`src/rtl/trt_pkg.sv`:
```
package trt_pkg;

	typedef enum logic [2:0] {
		PORT_LB   = 3'd0,
		PORT_XP   = 3'd1,
		PORT_XN   = 3'd2,
		PORT_YP   = 3'd3,
		PORT_YN   = 3'd4,
		PORT_ZP   = 3'd5,
		PORT_ZN   = 3'd6,
		PORT_NONE = 3'd7
	} port_t;

	localparam int NUM_DIMS  = 3;
	localparam int NUM_PORTS = 7;
	localparam int REG_IDX_W = 3;

	typedef logic [REG_IDX_W-1:0] reg_idx_t;

	localparam reg_idx_t REG_NODE     = 3'd0;
	localparam reg_idx_t REG_ORIGIN   = 3'd1;
	localparam reg_idx_t REG_MAX      = 3'd2;
	localparam reg_idx_t REG_LOOPBACK = 3'd3;
	localparam reg_idx_t REG_PRESENT  = 3'd4;

	localparam port_t POS_PORT [NUM_DIMS] = '{PORT_XP, PORT_YP, PORT_ZP};
	localparam port_t NEG_PORT [NUM_DIMS] = '{PORT_XN, PORT_YN, PORT_ZN};

	typedef logic [NUM_PORTS-1:0] pmask_t;

endpackage

```
`src/rtl/torus_dimension_order_route_core.sv`:
```
// Dimension-order route computation for a 3D torus node. One packet header is
// taken per clock (busy is never raised) and its result appears on the result
// ports, with done high, once it has passed the three pipeline stages (distance
// sums, per-dimension link choice, first-differing-dimension select), each of
// which ends in a register. Results are one-cycle strobes and cannot be
// stalled. Configuration writes take effect at once and must be made while no
// header is in flight.
module torus_dimension_order_route_core
	import trt_pkg::*;
#(
	parameter int COORD_BITS = 8
) (
	input  logic                    clk,
	input  logic                    arst_n,
	input  logic                    start,
	output logic                    busy,
	input  logic [COORD_BITS-1:0]   dest_x,
	input  logic [COORD_BITS-1:0]   dest_y,
	input  logic [COORD_BITS-1:0]   dest_z,
	input  logic                    is_broadcast,
	input  logic                    cfg_we,
	input  reg_idx_t                cfg_index,
	input  logic [((3*COORD_BITS > NUM_PORTS) ? 3*COORD_BITS : NUM_PORTS)-1:0] cfg_data,
	output logic                    done,
	output logic [2:0]              out_port,
	output logic [NUM_PORTS-1:0]    port_mask,
	output logic                    no_route
);

	localparam int CW = 3 * COORD_BITS;
	localparam int DW = COORD_BITS + 3;

	logic [CW-1:0] node_q, origin_q, max_q, loop_q;
	pmask_t        present_q;

	always_ff @(posedge clk or negedge arst_n) begin
		if (!arst_n) begin
			node_q    <= '0;
			origin_q  <= '0;
			max_q     <= '0;
			loop_q    <= '0;
			present_q <= '0;
		end else if (cfg_we) begin
			case (cfg_index)
				REG_NODE:     node_q    <= cfg_data[CW-1:0];
				REG_ORIGIN:   origin_q  <= cfg_data[CW-1:0];
				REG_MAX:      max_q     <= cfg_data[CW-1:0];
				REG_LOOPBACK: loop_q    <= cfg_data[CW-1:0];
				REG_PRESENT:  present_q <= cfg_data[NUM_PORTS-1:0];
				default: ;
			endcase
		end
	end

	assign busy = 1'b0;

	logic accept;
	assign accept = start && !busy;

	// stage 1: direct and wrap-around distances for every dimension
	logic [CW-1:0]              dest_packed;
	logic [COORD_BITS-1:0]      dest_c [NUM_DIMS];
	logic signed [DW-1:0]       pos_d, neg_d;
	logic signed [DW-1:0]       pos_dist [NUM_DIMS];
	logic signed [DW-1:0]       neg_dist [NUM_DIMS];
	logic [NUM_DIMS-1:0]        pref_neg, differ;

	function automatic logic signed [DW-1:0] ext(input logic [COORD_BITS-1:0] v);
		return signed'({3'b000, v});
	endfunction

	assign dest_packed = {dest_z, dest_y, dest_x};
	assign dest_c[0] = dest_x;
	assign dest_c[1] = dest_y;
	assign dest_c[2] = dest_z;

	always_comb begin
		for (int d = 0; d < NUM_DIMS; d++) begin
			logic signed [DW-1:0] here, lo, hi, dst, offset;
			here   = ext(node_q[d*COORD_BITS +: COORD_BITS]);
			lo     = ext(origin_q[d*COORD_BITS +: COORD_BITS]);
			hi     = ext(max_q[d*COORD_BITS +: COORD_BITS]);
			dst    = ext(dest_c[d]);
			offset = dst - here;
			differ[d]   = (dest_c[d] != node_q[d*COORD_BITS +: COORD_BITS]);
			pref_neg[d] = offset[DW-1];
			if (offset[DW-1]) begin
				neg_dist[d] = -offset;
				pos_dist[d] = (hi - here) + (dst - lo) + DW'(1);
			end else begin
				pos_dist[d] = offset;
				neg_dist[d] = (here - lo) + (hi - dst) + DW'(1);
			end
		end
	end

	assign pos_d = pos_dist[0];
	assign neg_d = neg_dist[0];

	logic                 valid_s1, bcast_s1, local_s1;
	logic [NUM_DIMS-1:0]  differ_s1, pref_neg_s1;
	logic signed [DW-1:0] pos_dist_s1 [NUM_DIMS];
	logic signed [DW-1:0] neg_dist_s1 [NUM_DIMS];

	always_ff @(posedge clk or negedge arst_n) begin
		if (!arst_n) valid_s1 <= 1'b0;
		else         valid_s1 <= accept;
	end

	always_ff @(posedge clk) begin
		if (accept) begin
			bcast_s1    <= is_broadcast;
			local_s1    <= (dest_packed == loop_q) || (dest_packed == node_q);
			differ_s1   <= differ;
			pref_neg_s1 <= pref_neg;
			for (int d = 0; d < NUM_DIMS; d++) begin
				pos_dist_s1[d] <= (d == 0) ? pos_d : pos_dist[d];
				neg_dist_s1[d] <= (d == 0) ? neg_d : neg_dist[d];
			end
		end
	end

	// stage 2: link choice per dimension
	port_t dim_port [NUM_DIMS];

	always_comb begin
		for (int d = 0; d < NUM_DIMS; d++) begin
			logic pos_ok, neg_ok;
			pos_ok = present_q[POS_PORT[d]];
			neg_ok = present_q[NEG_PORT[d]];
			if (pos_dist_s1[d] < neg_dist_s1[d] && pos_ok)
				dim_port[d] = POS_PORT[d];
			else if (pos_dist_s1[d] > neg_dist_s1[d] && neg_ok)
				dim_port[d] = NEG_PORT[d];
			else if (pref_neg_s1[d])
				dim_port[d] = neg_ok ? NEG_PORT[d] : (pos_ok ? POS_PORT[d] : PORT_NONE);
			else
				dim_port[d] = pos_ok ? POS_PORT[d] : (neg_ok ? NEG_PORT[d] : PORT_NONE);
		end
	end

	logic                valid_s2, bcast_s2, local_s2;
	logic [NUM_DIMS-1:0] differ_s2;
	port_t               dim_port_s2 [NUM_DIMS];

	always_ff @(posedge clk or negedge arst_n) begin
		if (!arst_n) valid_s2 <= 1'b0;
		else         valid_s2 <= valid_s1;
	end

	always_ff @(posedge clk) begin
		if (valid_s1) begin
			bcast_s2    <= bcast_s1;
			local_s2    <= local_s1;
			differ_s2   <= differ_s1;
			dim_port_s2 <= dim_port;
		end
	end

	// stage 3: loopback if local, else first differing dimension in X, Y, Z order; broadcast takes the present mask
	port_t  sel_port;
	port_t  fin_port;
	pmask_t fin_mask;
	logic   fin_none;

	always_comb begin
		if (local_s2)
			sel_port = PORT_LB;
		else if (differ_s2[0])
			sel_port = dim_port_s2[0];
		else if (differ_s2[1])
			sel_port = dim_port_s2[1];
		else if (differ_s2[2])
			sel_port = dim_port_s2[2];
		else
			sel_port = PORT_NONE;

		if (bcast_s2) begin
			fin_port = PORT_NONE;
			fin_mask = present_q;
			fin_none = 1'b0;
		end else if (sel_port == PORT_NONE) begin
			fin_port = PORT_NONE;
			fin_mask = '0;
			fin_none = 1'b1;
		end else begin
			fin_port = sel_port;
			fin_mask = pmask_t'(1) << sel_port;
			fin_none = 1'b0;
		end
	end

	logic   valid_s3, no_route_s3;
	port_t  port_s3;
	pmask_t mask_s3;

	always_ff @(posedge clk or negedge arst_n) begin
		if (!arst_n) valid_s3 <= 1'b0;
		else         valid_s3 <= valid_s2;
	end

	always_ff @(posedge clk) begin
		if (valid_s2) begin
			port_s3     <= fin_port;
			mask_s3     <= fin_mask;
			no_route_s3 <= fin_none;
		end
	end

	assign done      = valid_s3;
	assign out_port  = port_s3;
	assign port_mask = mask_s3;
	assign no_route  = no_route_s3;

	a_latency: assert property (@(posedge clk) disable iff (!arst_n)
		accept |=> ##2 done)
		else $error("transaction did not complete three cycles after start");

	a_no_route: assert property (@(posedge clk) disable iff (!arst_n)
		(done && no_route) |-> (out_port == PORT_NONE && port_mask == '0))
		else $error("dropped packet carries a port");

	a_unicast_onehot: assert property (@(posedge clk) disable iff (!arst_n)
		(done && out_port != PORT_NONE) |-> ($onehot(port_mask) && port_mask[out_port]))
		else $error("unicast port mask does not match port");

	a_bcast_mask: assert property (@(posedge clk) disable iff (!arst_n)
		(done && out_port == PORT_NONE && !no_route) |-> (port_mask == present_q))
		else $error("broadcast mask differs from present ports");

endmodule

```
`config.mk`:
```
export PLATFORM = sky130hd
export DESIGN_NAME = torus_dimension_order_route_core
export DESIGN_NICKNAME = d
export VERILOG_FILES = /design/src/rtl/trt_pkg.sv /design/src/rtl/torus_dimension_order_route_core.sv
export SDC_FILE = /design/constraint.sdc
export NUM_CORES = 1
export LEC_CHECK = 0
export BUFFER_PORTS_ARGS = -buffer_cell sky130_fd_sc_hd__buf_2
export CELL_PAD_IN_SITES_DETAIL_PLACEMENT = 0
export CELL_PAD_IN_SITES_GLOBAL_PLACEMENT = 1
export CORE_AREA = 2 2 201 203
export DETAILED_ROUTE_END_ITERATION = 7
export DIE_AREA = 0 0 203 205
export PLACE_DENSITY_LB_ADDON = 0.1
export SYNTH_ARGS = -nofsm -noshare
export SYNTH_HDL_FRONTEND = slang
export SYNTH_SLANG_ARGS = --single-unit
```
`constraint.sdc`:
```
create_clock -name clk -period 6.9 [get_ports clk]
set_input_delay 0.69 -clock clk [delete_from_list [all_inputs] [get_ports clk]]
set_output_delay 0.69 -clock clk [all_outputs]
set_load 0.02 [all_outputs]
```
==> results.yml <==
critical_path:
  reg2reg_depth: 15
  worstReg2RegEnd: "pos_dist_s1[0][31]"
  crit_arrival_ns: 4.02
  crit_required_ns: 7.32
  r2r-start: "max_q[16]"
  cp_max_fo: 5
  startpoint: "max_q[16]"
  end_kind: "register"
  cp-endpoint: "pos_dist_s1[0][31]"
  ff2ff_setup_slack_ns: 3.31
  worstSetupPathType: "register to register"
  startpoint_type: "register"
die:
  coreArea_um2: 39400
  chipWidth_um: 203
  fp-row-count: 73
  boundaryPins: 69
  fp.dieH_um: 205
  die_area_um2: 41600
  initial_core_util: 0.397
route:
  wl_mm: 39.5
  via_per_inst: 5.03
  dr.pass1.iters: 5
  via_count: 11111
  ant_nets: 0
  drt-initial-drc-count: 491
  drc: 0
  wl_per_cell_um: 17.9
power_and_ir_drop:
  ir_worst_vdd_mv: 0.215
  leakagePower_nw: 7.87
  powerDensity_nw_per_um2: 466
  total_power_w: 0.00812
final_layout:
  fin_util: 0.443
  final_cell_mix: "ha_1 (216), inv_1 (185), o21ai_0 (135)"
  drive_above_1_share: 0.107
  area_delta_synth_final_pct: 11.5
  layout.nets: 1957
  final_cells: 2208
  fillCellCount: 3825
  layout_commonest_cell: "ha_1"
  n_antenna_cell: 0
placed_design:
  post-place-cells: 2162
  dp_hpwl_mm: 31.2
  portBuffers: 67
  place_congestion: 0.820
logic_synthesis:
  async_reset_ff_frac: 0.522
  yosysWarnings: 0
  ys_seq_elements: 203
  synth_cells: 1589
  synth_area_um2: 15600
  syn_nets: 1882
  ys_types: 62
  yosysSeqAreaShare: 0.356
  synth_edf_count: 97
  syn_area_per_cell_um2: 9.83
  synth_ff_type: "dfrtp_1"
timing:
  holdWs_ns: 0.188
  fin_skew_ns: 0.0112
  finalSetupViolations: 0
  maxSlewHeadroom: 0.303
  max_freq_mhz: 278
  hold_viol: 0
  post-route-period-util: 0.521
  tightest_slew_ns: 1.05
  finalMaxSlewViolations: 0
  rsz0062_at_grt: "false"
  min_period_ns: 3.59
  setup_tns_ns: 0
cts:
  h-tree-depth: 1
  cts_resized: 0
  cts-root-buf: "clkbuf_16"
  insertion_delay_ns: 0.56
  cts_hold_buffers: 0
  cts.reportedPaths.clkPinSlew_ns: 0.06
  cts_tree: "built"
  post_cts_buffers: 0
  cts_max_path_buffers: 3
  cts_buffers: 25
  cts.sinks: 203
flow_run:
  drv_cap: 0
grt:
  grt_overflow: 0
  grt_pass1_wl_mm: 62.4
  track_usage: 0.195
  grt_max_degree: 76
  antenna_found_initial: 0
  grt_pass1_vias: 11243
min_path:
  hold_path_class: "input port to asynchronous set/reset pin"
run_status:
  outcome: "complete, no violations"
-- sequential cells by signal, indices dropped and copies added, names as in the netlist, 7 cells and up --
register	flops
neg_dist_s1	33
pos_dist_s1	33
loop_q	24
max_q	24
node_q	24
origin_q	24
dim_port_s2	7
port_mask	7
present_q	7
-- cells by family (layout without fill, tap and decap cells) --
group                    Yosys count  after routing  share of synthesized area
multiplexers                      73             73                     0.0514
buffers and inverters            213            307                     0.0520
flip-flops                       203            203                      0.356
AO/OA/AOI/OAI                    374            374                      0.144
other                              1              1                   0.000240
AND/OR/NAND/NOR                  325            325                      0.104
XOR/XNOR                         163            163                     0.0919
adder cells (fa/ha/maj)          237            237                      0.200
-- through the flow --
step	setup slack, ns	cell area [um^2]
finish	3.31	17400
global route	2.92	17400
CTS	3.28	17400
detailed placement	2.98	16600
global placement	3.03	16600
floorplan	3.50	15600
-- final cells by class --
| cell class | instances | area (um^2) | share of cell area |
|---|---|---|---|
| multi-input cells | 1173 | 9290 | 0.533 |
| flip-flops and latches | 203 | 5570 | 0.319 |
| clock buffers | 38 | 704 | 0.0404 |
| inverters | 186 | 698 | 0.0401 |
| well taps | 525 | 657 | 0.0377 |
| repair buffers | 75 | 400 | 0.0230 |
| clock inverters | 8 | 105 | 0.00603 |
-- per-layer routing --
layer / routed length [um] / track usage / part of all wire / up-vias
met5: 0 / 0 / 0 / -
met4: 1020 / 0.0506 / 0.026 / 0
met3: 1080 / 0.0235 / 0.027 / 39
met2: 17600 / 0.314 / 0.44 / 139
met1: 19800 / 0.276 / 0.50 / 5220
li1: - / - / - / 5713
-- worst min-delay path by stage --
stage | from | to | depth (start not counted)
after floorplan | arst_n | done | 0
after CTS | arst_n | origin_q[20] | 1
after global routing | arst_n | origin_q[19] | 1
after detailed placement | differ_s1[1] | differ_s2[1] | 0
final | arst_n | origin_q[19] | 1
after global placement | differ_s1[0] | differ_s2[0] | 0
-- synthesized netlist by cell type (4+ instances only) --
cell	instances	area (um^2)
a21oi_1	108	541
inv_1	185	694
a21o_1	45	338
buf_2	4	20.0
xnor2_1	87	762
nor2b_1	39	244
nand2_1	119	447
nand4_1	12	75.1
and3_1	4	25.0
nand3b_1	6	45.0
a21boi_0	9	67.6
o21a_1	10	75.1
mux2i_1	15	150
a2111oi_0	7	61.3
nand3_1	10	50.1
o21ai_0	135	676
mux2_2	58	653
ha_1	216	2700
nand2b_1	21	131
clkbuf_1	18	67.6
nor4_1	6	37.5
fa_1	21	420
edfxtp_1	97	2910
nor4b_1	4	35.0
a32o_1	4	40.0
or3_1	12	75.1
xor2_1	75	657
dfrtp_1	106	2650
nor3_1	19	95.1
o31ai_1	9	67.6
nor3b_1	6	45.0
o21bai_1	24	180
nor2_1	53	199
-- worst max-delay path, cell delays in order (launching register included) --
cell	delay (ns)
dfrtp_1	0.35
inv_1	0.14
ha_1	0.17
inv_1	0.06
fa_1	0.43
a21o_1	0.20
a21oi_1	0.23
o21bai_1	0.11
a21oi_1	0.23
xnor2_1	0.12
ha_1	0.25
or3_1	0.36
o21ai_0	0.07
a21oi_1	0.09
a2111oi_0	0.46
o21a_1	0.17
-- report_power, final --
group	internal (W)	switching, W	total [W]
clock	0.000780	0.000532	0.00131
sequential	0.00179	0.000163	0.00195
combinational	0.00216	0.00271	0.00486
total	0.00472	0.00340	0.00812
Note: power is estimated with default switching activity, not from simulation.
